$ cat config.mk
export PLATFORM = sky130hd
export DESIGN_NAME = cascade_attitude_pid_flat
export DESIGN_NICKNAME = d
export VERILOG_FILES = /design/src/rtl/cap_pkg.sv /design/src/rtl/cap_if.sv /design/src/rtl/cap_div.sv /design/src/rtl/cap_datapath.sv /design/src/rtl/cap_ctrl.sv /design/src/rtl/cascade_attitude_pid.sv /design/src/flat_wrapper.sv
export VERILOG_INCLUDE_DIRS = /design/src /design/src/rtl
export SDC_FILE = /design/constraint.sdc
export NUM_CORES = 2
export LEC_CHECK = 0
export BUFFER_PORTS_ARGS = -buffer_cell sky130_fd_sc_hd__buf_2
export CAP_MARGIN = 20
export CORE_MARGIN = 10
export CORE_UTILIZATION = 53
export DETAILED_ROUTE_END_ITERATION = 6
export GPL_TIMING_DRIVEN = 0
export PLACE_DENSITY = 0.7
export REMOVE_ABC_BUFFERS = 1
export SLEW_MARGIN = 20
export SYNTH_ARGS = -nofsm -noshare
export SYNTH_HDL_FRONTEND = slang
export SYNTH_HIERARCHICAL = 1
export SYNTH_SLANG_ARGS = --single-unit
$ cat constraint.sdc
create_clock -name clock -period 11.6 [get_ports clock]
set_input_delay 1.16 -clock clock [delete_from_list [all_inputs] [get_ports clock]]
set_output_delay 1.16 -clock clock [all_outputs]
set_load 0.02 [all_outputs]
$ cat src/rtl/cascade_attitude_pid_assert.svh
// Assertion macros for the attitude controller
`ifndef CASCADE_ATTITUDE_PID_ASSERT_SVH
`define CASCADE_ATTITUDE_PID_ASSERT_SVH

// Implication checked every clock edge outside reset
`define CAP_ASSERT_IMPLY(label, clk, rst, ante, cons, msg) \
   label: assert property (@(posedge clk) disable iff (rst) (ante) |-> (cons)) \
      else $error(msg);

// Next-cycle implication checked outside reset
`define CAP_ASSERT_NEXT(label, clk, rst, ante, cons, msg) \
   label: assert property (@(posedge clk) disable iff (rst) (ante) |=> (cons)) \
      else $error(msg);

`endif

$ cat src/rtl/cap_pkg.sv
`timescale 1ns / 1ps
package cap_pkg;
   localparam int NUM_AXES = 3;
   localparam int NUM_REGS = 5;
   localparam int REG_W = 48;
   localparam int IDX_W = 3;
   localparam int SIG_W = 32;
   localparam int DT_W = 16;
   localparam int GAIN_W = 16;

   typedef enum logic [IDX_W-1:0] {
      REG_OUTER_KP = 3'd0,
      REG_INNER_KP = 3'd1,
      REG_INNER_KD = 3'd2,
      REG_INNER_KI = 3'd3,
      REG_INT_LIM  = 3'd4
   } reg_idx_type;

   typedef enum logic [3:0] {
      OP_CMD, OP_ERR, OP_DIV_START, OP_INTEG, OP_CLAMP, OP_DERIV,
      OP_P, OP_D, OP_I, OP_TORQUE, OP_NONE
   } op_type;

   typedef struct packed {
      op_type      op;
      logic [1:0]  axis;
      logic        load;
      logic        clear_flags;
   } cmd_type;

   typedef struct packed {
      logic div_busy;
   } status_type;

   function automatic logic signed [SIG_W-1:0] sat32(input logic signed [63:0] x);
      if (x > 64'sd2147483647) return 32'sh7fffffff;
      if (x < -64'sd2147483648) return 32'sh80000000;
      return x[SIG_W-1:0];
   endfunction
endpackage

$ cat src/rtl/cap_if.sv
`timescale 1ns / 1ps
interface cap_req_if;
   logic valid;
   logic ready;
   logic signed [31:0] att_err_roll;
   logic signed [31:0] att_err_pitch;
   logic signed [31:0] att_err_yaw;
   logic signed [31:0] rate_roll;
   logic signed [31:0] rate_pitch;
   logic signed [31:0] rate_yaw;
   logic [15:0] step_time;
   modport source (output valid, att_err_roll, att_err_pitch, att_err_yaw,
                   rate_roll, rate_pitch, rate_yaw, step_time, input ready);
   modport sink (input valid, att_err_roll, att_err_pitch, att_err_yaw,
                 rate_roll, rate_pitch, rate_yaw, step_time, output ready);
endinterface

interface cap_rsp_if;
   logic valid;
   logic ready;
   logic signed [31:0] torque_roll;
   logic signed [31:0] torque_pitch;
   logic signed [31:0] torque_yaw;
   logic saturated;
   logic zero_step;
   modport source (output valid, torque_roll, torque_pitch, torque_yaw,
                   saturated, zero_step, input ready);
   modport sink (input valid, torque_roll, torque_pitch, torque_yaw,
                 saturated, zero_step, output ready);
endinterface

interface cap_csr_if;
   logic valid;
   logic ready;
   logic [2:0] index;
   logic [47:0] data;
   modport source (output valid, index, data, input ready);
   modport sink (input valid, index, data, output ready);
endinterface

$ cat src/rtl/cap_div.sv
`timescale 1ns / 1ps
// Signed 49/16 restoring divider, one quotient bit per cycle, truncates toward zero.
module cap_div (
   input  logic                clock,
   input  logic                reset,
   input  logic                start,
   input  logic signed [48:0]  dividend,
   input  logic [15:0]         divisor,
   output logic                busy,
   output logic signed [49:0]  quotient
);
   import cap_pkg::*;
   logic [48:0] num_ff, num_in;
   logic [16:0] rem_ff, rem_in;
   logic [15:0] den_ff, den_in;
   logic [5:0]  cnt_ff, cnt_in;
   logic        neg_ff, neg_in, busy_ff, busy_in;
   logic [16:0] trial;

   always_comb begin
      num_in = num_ff; rem_in = rem_ff; den_in = den_ff; cnt_in = cnt_ff;
      neg_in = neg_ff; busy_in = busy_ff;
      trial = {rem_ff[15:0], num_ff[48]};
      if (start) begin
         num_in = dividend[48] ? 49'(-dividend) : dividend;
         neg_in = dividend[48];
         den_in = divisor;
         rem_in = '0;
         cnt_in = 6'd49;
         busy_in = 1'b1;
      end else if (busy_ff) begin
         if (trial >= {1'b0, den_ff}) begin
            rem_in = trial - {1'b0, den_ff};
            num_in = {num_ff[47:0], 1'b1};
         end else begin
            rem_in = trial;
            num_in = {num_ff[47:0], 1'b0};
         end
         cnt_in = cnt_ff - 6'd1;
         if (cnt_ff == 6'd1) busy_in = 1'b0;
      end
   end

   always_ff @(posedge clock) begin
      num_ff <= num_in; rem_ff <= rem_in; den_ff <= den_in;
      cnt_ff <= cnt_in; neg_ff <= neg_in;
      if (reset) busy_ff <= 1'b0;
      else busy_ff <= busy_in;
   end

   assign busy = busy_ff;
   assign quotient = neg_ff ? -$signed({1'b0, num_ff}) : $signed({1'b0, num_ff});
endmodule

$ cat src/rtl/cap_datapath.sv
`timescale 1ns / 1ps
module cap_datapath (
   input  logic                  clock,
   input  logic                  reset,
   input  cap_pkg::cmd_type      cmd,
   output cap_pkg::status_type   status,
   input  logic [47:0]           reg_kpo,
   input  logic [47:0]           reg_kpi,
   input  logic [47:0]           reg_kdi,
   input  logic [47:0]           reg_kii,
   input  logic [47:0]           reg_lim,
   input  logic signed [31:0]    in_att [3],
   input  logic signed [31:0]    in_rate [3],
   input  logic [15:0]           in_dt,
   output logic signed [31:0]    torque [3],
   output logic                  sat_flag,
   output logic                  zero_flag
);
   import cap_pkg::*;
   logic signed [31:0] att_ff [3];
   logic signed [31:0] rate_ff [3];
   logic [15:0]        dt_ff;
   logic signed [31:0] integ_ff [3];
   logic signed [31:0] last_ff [3];
   logic signed [31:0] tq_ff [3];
   logic signed [31:0] err_ff, deriv_ff;
   logic signed [33:0] integ_raw_ff;
   logic signed [47:0] prod_ff;
   logic signed [49:0] acc_ff;
   logic               sat_ff, zero_ff;

   logic signed [15:0] kpo, kpi, kdi, kii;
   logic signed [24:0] lim;
   logic signed [31:0] mul_a;
   logic signed [16:0] mul_b;
   logic signed [48:0] mul_p;
   logic signed [48:0] diff;
   logic               div_busy;
   logic signed [49:0] quo;
   logic signed [49:0] acc_sum;
   logic signed [33:0] integ_sum;
   logic signed [41:0] acc_sh;

   always_comb begin
      kpo = reg_kpo[16*cmd.axis +: 16];
      kpi = reg_kpi[16*cmd.axis +: 16];
      kdi = reg_kdi[16*cmd.axis +: 16];
      kii = reg_kii[16*cmd.axis +: 16];
      lim = $signed({1'b0, reg_lim[16*cmd.axis +: 16], 8'd0});
      mul_a = err_ff;
      mul_b = $signed({kpo[15], kpo});
      case (cmd.op)
         OP_CMD: begin mul_a = att_ff[cmd.axis]; mul_b = $signed({kpo[15], kpo}); end
         OP_INTEG: begin mul_a = err_ff; mul_b = $signed({1'b0, dt_ff}); end
         OP_P: begin mul_a = err_ff; mul_b = $signed({kpi[15], kpi}); end
         OP_D: begin mul_a = deriv_ff; mul_b = $signed({kdi[15], kdi}); end
         OP_I: begin mul_a = integ_ff[cmd.axis]; mul_b = $signed({kii[15], kii}); end
         default: ;
      endcase
      mul_p = mul_a * mul_b;
      diff = $signed({{17{err_ff[31]}}, err_ff}) - $signed({{17{last_ff[cmd.axis][31]}},
             last_ff[cmd.axis]});
      acc_sum = acc_ff + $signed({{2{prod_ff[47]}}, prod_ff});
      integ_sum = $signed({{2{integ_ff[cmd.axis][31]}}, integ_ff[cmd.axis]}) + integ_raw_ff;
      acc_sh = 42'(acc_ff >>> 8);
   end

   cap_div u_div (
      .clock(clock), .reset(reset), .start(cmd.op == OP_DIV_START),
      .dividend(49'(diff <<< 16)), .divisor(dt_ff), .busy(div_busy), .quotient(quo)
   );

   always_ff @(posedge clock) begin
      if (cmd.load) begin
         att_ff <= in_att; rate_ff <= in_rate; dt_ff <= in_dt;
      end
      if (cmd.clear_flags) begin
         sat_ff <= 1'b0;
         zero_ff <= (in_dt == 16'd0);
      end
      if (reset) begin
         for (int i = 0; i < 3; i++) begin
            integ_ff[i] <= '0;
            last_ff[i] <= '0;
         end
      end else begin
         case (cmd.op)
            OP_CMD: prod_ff <= mul_p[47:0];
            OP_ERR: err_ff <= sat32(64'(sat32(64'(prod_ff >>> 8))) - 64'(rate_ff[cmd.axis]));
            OP_INTEG: integ_raw_ff <= 34'(mul_p >>> 16);
            OP_CLAMP: begin
               if (integ_sum > 34'(lim)) integ_ff[cmd.axis] <= 32'(lim);
               else if (integ_sum < -34'(lim)) integ_ff[cmd.axis] <= 32'(-lim);
               else integ_ff[cmd.axis] <= integ_sum[31:0];
               acc_ff <= '0;
               prod_ff <= '0;
            end
            OP_DERIV: deriv_ff <= (dt_ff == 16'd0) ? 32'sd0 : sat32(64'(quo));
            OP_P, OP_D, OP_I: begin prod_ff <= mul_p[47:0]; acc_ff <= acc_sum; end
            OP_TORQUE: begin
               tq_ff[cmd.axis] <= sat32(64'(acc_sh));
               last_ff[cmd.axis] <= err_ff;
               if (acc_sh > 42'sd2147483647 || acc_sh < -42'sd2147483648) sat_ff <= 1'b1;
            end
            default: ;
         endcase
      end
   end

   assign status.div_busy = div_busy;
   assign torque = tq_ff;
   assign sat_flag = sat_ff;
   assign zero_flag = zero_ff;
endmodule

$ cat src/rtl/cap_ctrl.sv
`timescale 1ns / 1ps
module cap_ctrl (
   input  logic                 clock,
   input  logic                 reset,
   input  logic                 req_valid,
   output logic                 req_ready,
   output logic                 rsp_valid,
   input  logic                 rsp_ready,
   output cap_pkg::cmd_type     cmd,
   input  cap_pkg::status_type  status
);
   import cap_pkg::*;
   typedef enum logic [3:0] {
      S_IDLE, S_CMD, S_ERR, S_DIVS, S_DIVW, S_INTEG, S_CLAMP, S_DERIV,
      S_P, S_D, S_I, S_ACC, S_TQ, S_OUT
   } state_type;
   state_type state_ff;
   logic [1:0] axis_ff;
   logic       rsp_valid_ff;

   always_comb begin
      cmd = '{op: OP_NONE, axis: axis_ff, load: 1'b0, clear_flags: 1'b0};
      case (state_ff)
         S_IDLE: if (req_valid) begin cmd.load = 1'b1; cmd.clear_flags = 1'b1; end
         S_CMD: cmd.op = OP_CMD;
         S_ERR: cmd.op = OP_ERR;
         S_DIVS: cmd.op = OP_DIV_START;
         S_INTEG: cmd.op = OP_INTEG;
         S_CLAMP: cmd.op = OP_CLAMP;
         S_DERIV: cmd.op = OP_DERIV;
         S_P: cmd.op = OP_P;
         S_D: cmd.op = OP_D;
         S_I: cmd.op = OP_I;
         S_ACC: cmd.op = OP_I;
         S_TQ: cmd.op = OP_TORQUE;
         default: ;
      endcase
   end

   always_ff @(posedge clock) begin
      if (reset) begin
         state_ff <= S_IDLE; axis_ff <= '0; rsp_valid_ff <= 1'b0;
      end else begin
         case (state_ff)
            S_IDLE: if (req_valid) begin state_ff <= S_CMD; axis_ff <= '0; end
            S_CMD: state_ff <= S_ERR;
            S_ERR: state_ff <= S_DIVS;
            S_DIVS: state_ff <= S_INTEG;
            S_INTEG: state_ff <= S_CLAMP;
            S_CLAMP: state_ff <= S_DIVW;
            S_DIVW: if (!status.div_busy) state_ff <= S_DERIV;
            S_DERIV: state_ff <= S_P;
            S_P: state_ff <= S_D;
            S_D: state_ff <= S_I;
            S_I: state_ff <= S_ACC;
            S_ACC: state_ff <= S_TQ;
            S_TQ: begin
               if (axis_ff == 2'd2) begin state_ff <= S_OUT; rsp_valid_ff <= 1'b1; end
               else begin axis_ff <= axis_ff + 2'd1; state_ff <= S_CMD; end
            end
            S_OUT: if (rsp_ready) begin rsp_valid_ff <= 1'b0; state_ff <= S_IDLE; end
            default: state_ff <= S_IDLE;
         endcase
      end
   end

   assign req_ready = (state_ff == S_IDLE);
   assign rsp_valid = rsp_valid_ff;
endmodule

$ cat src/rtl/cascade_attitude_pid.sv
`timescale 1ns / 1ps
// Three-axis cascaded attitude controller (outer P, inner PID).
// Channels: req_ carries attitude errors, body rates and step time; rsp_ returns
// three saturated torques with saturated and zero_step flags; csr_ writes the
// five 48-bit gain/limit registers (index 0..4, others ignored).
// One transaction in, one out. Each axis waits on the bit-serial divider of the
// derivative path (49 steps, overlapped with the integrator and clamp states).
// The result is valid once all three axes are done.
// The result holds on rsp_ until rsp_ready; no new item is taken meanwhile.
// Reset clears the configuration registers, integrators and the previous rate errors.
// Configuration must be written only while the block is idle; the block does not enforce this.
module cascade_attitude_pid (
   input logic clock,
   input logic reset,
   cap_req_if.sink   req,
   cap_rsp_if.source rsp,
   cap_csr_if.sink   csr
);
   import cap_pkg::*;
   `include "cascade_attitude_pid_assert.svh"
   logic [47:0] regs_ff [NUM_REGS];
   cmd_type cmd;
   status_type status;
   logic signed [31:0] att [3];
   logic signed [31:0] rate [3];
   logic signed [31:0] tq [3];

   assign csr.ready = 1'b1;
   always_ff @(posedge clock) begin
      if (reset) begin
         for (int i = 0; i < NUM_REGS; i++) regs_ff[i] <= '0;
      end else if (csr.valid) begin
         case (csr.index)
            REG_OUTER_KP: regs_ff[REG_OUTER_KP] <= csr.data;
            REG_INNER_KP: regs_ff[REG_INNER_KP] <= csr.data;
            REG_INNER_KD: regs_ff[REG_INNER_KD] <= csr.data;
            REG_INNER_KI: regs_ff[REG_INNER_KI] <= csr.data;
            REG_INT_LIM:  regs_ff[REG_INT_LIM] <= csr.data;
            default: ;
         endcase
      end
   end

   assign att[0] = req.att_err_roll; assign att[1] = req.att_err_pitch;
   assign att[2] = req.att_err_yaw;
   assign rate[0] = req.rate_roll; assign rate[1] = req.rate_pitch;
   assign rate[2] = req.rate_yaw;

   cap_ctrl u_ctrl (
      .clock(clock), .reset(reset), .req_valid(req.valid), .req_ready(req.ready),
      .rsp_valid(rsp.valid), .rsp_ready(rsp.ready), .cmd(cmd), .status(status)
   );

   cap_datapath u_dp (
      .clock(clock), .reset(reset), .cmd(cmd), .status(status),
      .reg_kpo(regs_ff[REG_OUTER_KP]), .reg_kpi(regs_ff[REG_INNER_KP]),
      .reg_kdi(regs_ff[REG_INNER_KD]), .reg_kii(regs_ff[REG_INNER_KI]),
      .reg_lim(regs_ff[REG_INT_LIM]), .in_att(att), .in_rate(rate),
      .in_dt(req.step_time), .torque(tq), .sat_flag(rsp.saturated),
      .zero_flag(rsp.zero_step)
   );

   assign rsp.torque_roll = tq[0];
   assign rsp.torque_pitch = tq[1];
   assign rsp.torque_yaw = tq[2];

   `CAP_ASSERT_IMPLY(a_no_overlap, clock, reset, rsp.valid, !req.ready, "input taken while result pending")
   `CAP_ASSERT_NEXT(a_rsp_hold, clock, reset, rsp.valid && !rsp.ready, rsp.valid, "result dropped")
endmodule
$ cat src/flat_wrapper.sv
// flat-port wrapper written by rule: the top's interface ports become plain ports
module cascade_attitude_pid_flat import cap_pkg::*;
  (clock, reset, req_valid, req_att_err_roll, req_att_err_pitch, req_att_err_yaw, req_rate_roll, req_rate_pitch, req_rate_yaw, req_step_time, req_ready, rsp_valid, rsp_torque_roll, rsp_torque_pitch, rsp_torque_yaw, rsp_saturated, rsp_zero_step, rsp_ready, csr_valid, csr_index, csr_data, csr_ready);
  cap_req_if req_i ();
  cap_rsp_if rsp_i ();
  cap_csr_if csr_i ();
  input logic clock;
  input logic reset;
  input wire logic [$bits(req_i.valid)-1:0] req_valid;
  input wire logic [$bits(req_i.att_err_roll)-1:0] req_att_err_roll;
  input wire logic [$bits(req_i.att_err_pitch)-1:0] req_att_err_pitch;
  input wire logic [$bits(req_i.att_err_yaw)-1:0] req_att_err_yaw;
  input wire logic [$bits(req_i.rate_roll)-1:0] req_rate_roll;
  input wire logic [$bits(req_i.rate_pitch)-1:0] req_rate_pitch;
  input wire logic [$bits(req_i.rate_yaw)-1:0] req_rate_yaw;
  input wire logic [$bits(req_i.step_time)-1:0] req_step_time;
  output wire logic [$bits(req_i.ready)-1:0] req_ready;
  output wire logic [$bits(rsp_i.valid)-1:0] rsp_valid;
  output wire logic [$bits(rsp_i.torque_roll)-1:0] rsp_torque_roll;
  output wire logic [$bits(rsp_i.torque_pitch)-1:0] rsp_torque_pitch;
  output wire logic [$bits(rsp_i.torque_yaw)-1:0] rsp_torque_yaw;
  output wire logic [$bits(rsp_i.saturated)-1:0] rsp_saturated;
  output wire logic [$bits(rsp_i.zero_step)-1:0] rsp_zero_step;
  input wire logic [$bits(rsp_i.ready)-1:0] rsp_ready;
  input wire logic [$bits(csr_i.valid)-1:0] csr_valid;
  input wire logic [$bits(csr_i.index)-1:0] csr_index;
  input wire logic [$bits(csr_i.data)-1:0] csr_data;
  output wire logic [$bits(csr_i.ready)-1:0] csr_ready;
  assign req_i.valid = req_valid;
  assign req_i.att_err_roll = req_att_err_roll;
  assign req_i.att_err_pitch = req_att_err_pitch;
  assign req_i.att_err_yaw = req_att_err_yaw;
  assign req_i.rate_roll = req_rate_roll;
  assign req_i.rate_pitch = req_rate_pitch;
  assign req_i.rate_yaw = req_rate_yaw;
  assign req_i.step_time = req_step_time;
  assign req_ready = req_i.ready;
  assign rsp_valid = rsp_i.valid;
  assign rsp_torque_roll = rsp_i.torque_roll;
  assign rsp_torque_pitch = rsp_i.torque_pitch;
  assign rsp_torque_yaw = rsp_i.torque_yaw;
  assign rsp_saturated = rsp_i.saturated;
  assign rsp_zero_step = rsp_i.zero_step;
  assign rsp_i.ready = rsp_ready;
  assign csr_i.valid = csr_valid;
  assign csr_i.index = csr_index;
  assign csr_i.data = csr_data;
  assign csr_ready = csr_i.ready;
  cascade_attitude_pid u_core (.clock(clock), .reset(reset), .req(req_i), .rsp(rsp_i), .csr(csr_i));
endmodule
==> qor.yml <==
first_global_vias: 54000
initial_core_util_pct: 53.4
vias_per_cell: 5.92
dr.pass1.iters: 5
syn_area_per_cell_um2: 11.0
relSlewSlack_pct: 19.6
gp_congestion: 0.935
drv_cap: 0
clockBufferDepth: 3
grt_overflow: 0
hold_depth: 0
reg2reg_setup_slack_ns: 0.08
nFillCells: 11300
worstSetupPathType: "flip-flop to flip-flop"
synth_warnings: 6
arrival_ns: 11.99
report.final.setup_viol: 0
r2r-end: "u_core/u_dp/integ_raw_ff[31]"
seq_area_frac_synth_pct: 43.7
cts.sinks: 1093
postCtsHoldBufs: 0
syn_inst: 6771
synth.largest_area_cell: "edfxtp_1"
clk_pin_slew_worst_paths_ns: 0.06
syn2layout_area_growth_pct: 12.8
drt_iter0_drc: 4934
r2r_start: "u_core/u_ctrl/state_ff[1]"
slowest_stage: "o21ai_0"
synth_cell_types: 91
status: "finished clean"
cts_tree: "built"
min-delay-start: "u_core/u_dp/dt_ff[9]"
fmax_mhz: 86.8
grt_use_total_pct: 26.2
synthTopCellsByCount: "1,062 x edfxtp_1, 708 x nor2_1, 687 x inv_1, 526 x fa_1, 469 x nand2_1"
finClkSkew_ns: 0.0734
max_stage_delay_ns: 0.79
nNetsFinal: 8224
antenna_found_initial: 12
crit_top_cell: "fa_1"
wirelength_um: 207000
die_h_um: 395
cp-end-kind: "flip-flop"
clkLatencyLatePin_ns: 0.79
core_area_um2: 140000
crit_fanout: 27
fin_crit_sh_pct: 99.3
period_minus_slack_ns: 11.52
syn_area_um2: 74500
worstHoldPathType: "flip-flop to flip-flop"
critPathRequiredTime_ns: 12.08
tightest_slew_ns: 1.20
cts_htree_levels: 3
port_buffers: 363
critPathLaunchType: "flip-flop"
hpwl_um: 157000
rows: 137
r2r_cells: 31
synth-simple-area-share_pct: 12.5
holdPathEnd: "u_core/u_dp/u_div/den_ff[9]"
drive_gt1_share_pct: 12.0
synthMuxAreaShare_pct: 4.14
vias: 53700
ys_ff_latch: 1093
synth_fa_ha_area_share_pct: 19.7
async_flop_share_pct: 0
fin_util_pct: 60.2
synth-main-ff-cell: "edfxtp_1"
grt_pass1_wl_um: 318000
synth_top_area_share_pct: 42.8
ant_nets: 0
synth_edf_count: 1062
wl_per_cell_um: 22.8
synth_top_family_by_area: "adder cells"
synth_area_leaders: "edfxtp_1 43%, fa_1 14%, ha_1 5.5%"
cts_buffers: 113
grt_max_degree: 72
synth_compound_area_share_pct: 11.4
synth_xor_area_share_pct: 3.41
io_pins: 365
yosysMostFrequentCell: "edfxtp_1"
hold_viol: 0
hold_ws_ns: 0.497
die_area_um2: 156000
maxSlewViolCount: 0
root_buffer: "clkbuf_16"
dieWidth_um: 395
drc: 0
metrics by stage:
step,cells,setup TNS (ns),worst slack (ns),cell area (µm²)
final,9079,0,0.0804,84000
after global routing,9079,-0.727,-0.179,84000
after CTS,9072,0,0.00259,83900
after detailed placement,8863,-0.525,-0.181,80300
after global placement,8746,-,-35.45,77500
after floorplan,6507,-2751.58,-12.56,73400
placed cells by master, fill, tap and decap left out, types with 24 or more instances in the layout:
master     synthesis  layout
edfxtp_1        1062    1062
nor2_1           708     697
inv_1            687     687
fa_1             526     526
nand2_1          469     467
buf_2             24     375
a21oi_1          350     342
ha_1             325     325
o21ai_0          266     259
xnor2_1          180     180
a21o_1           178     177
mux2i_1          158     158
nor3_1           119     115
clkbuf_16          0     113
and2_1           114     111
xor2_1           110     110
nand3_1           98      98
nor2b_1           96      95
nand2b_1          93      90
and3_1            73      73
mux4_2            64      64
conb_1             2      59
o21a_1            60      59
a211oi_1          60      56
buf_16             0      48
o31ai_1           45      44
nand4_1           39      39
or2_2             39      37
a31oi_1           40      35
nor4_1            34      34
or3_1             36      34
o211ai_1          30      30
o21ai_1           43      28
dfxtp_1           31      28
a22oi_1           28      28
clkbuf_1         253      27
clkinv_1           0      25
buf_4              3      25
or4_1             24      24
o41ai_1           24      24
per-layer routing:
metal,up-vias,wire length (µm),GRT usage [%],part of all wire (%)
li1,24400,-,-,-
met1,26800,82300,34.3,40
met2,2207,97200,42.1,47
met3,417,17600,5.25,8.5
met4,14,9940,11.6,4.8
met5,-,88,0,0.042
registers in the layout (all words and copies together) (netlist names), 49 cells and up:
signal,cells
u_core/u_dp/torque,96
u_core/u_dp/integ_ff,128
u_core/regs_ff,240
u_core/u_dp/u_div/num_ff,49
u_core/u_dp/acc_ff,50
u_core/u_dp/rate_ff,96
u_core/u_dp/last_ff,128
u_core/u_dp/att_ff,96
final cells by class:
type                            instances  area (µm²)  share of cell area (%)
Sequential cell                      1093       32500                    38.7
Clock inverter                         66         667                   0.794
Inverter                              687        2580                    3.07
Timing Repair Buffer                  486        4010                    4.78
Tap cell                             1876        2350                    2.80
Antenna cell                            3        7.51                 0.00894
Clock buffer                          140        2930                    3.49
Multi-Input combinational cell       4728       38900                    46.3
critical path, delay by kind of cell, from the launching register on:
kind            cells  cell delay, ns
buf+inv             4            0.65
fa+ha+maj           7            3.56
compound gates      9            3.51
flops               1            0.62
simple gates       11            2.78
cells by family (layout without fill, tap and decap cells):
logic type | count (synthesis) | in the layout
AOI/OAI and AO/OA | 1311 | 1311
xor gates and xnor gates | 290 | 290
adders and majority gates | 855 | 855
buffers and inverters | 1008 | 1379
DFF | 1093 | 1093
muxes | 227 | 227
other | 2 | 62
and+or+nand+nor | 1985 | 1986
how the worst max path moves through the flow:
stage | start | cells past startpoint | to
2_1_floorplan | u_core/u_ctrl/axis_ff[1] | 26 | u_core/u_dp/prod_ff[46]
3_3_place_gp | u_core/u_ctrl/axis_ff[1] | 26 | u_core/u_dp/prod_ff[46]
3_5_place_dp | u_core/u_ctrl/state_ff[3] | 28 | u_core/u_dp/integ_raw_ff[31]
4_1_cts | u_core/u_ctrl/axis_ff[0] | 38 | u_core/u_dp/prod_ff[46]
5_1_grt | u_core/u_ctrl/state_ff[1] | 29 | u_core/u_dp/integ_raw_ff[31]
6_report | u_core/u_ctrl/state_ff[1] | 31 | u_core/u_dp/integ_raw_ff[31]
timing repair:
action                     in CTS  in global routing
gates resized for setup         3                  5
gates cloned                    1                  0
setup buffers                   2                  4
setup endpoints to repair      10                 35
pin swaps                       1                  0
Power is not shown: default switching activity piles up to over one toggle a cycle in this logic, so the estimate is an artifact.
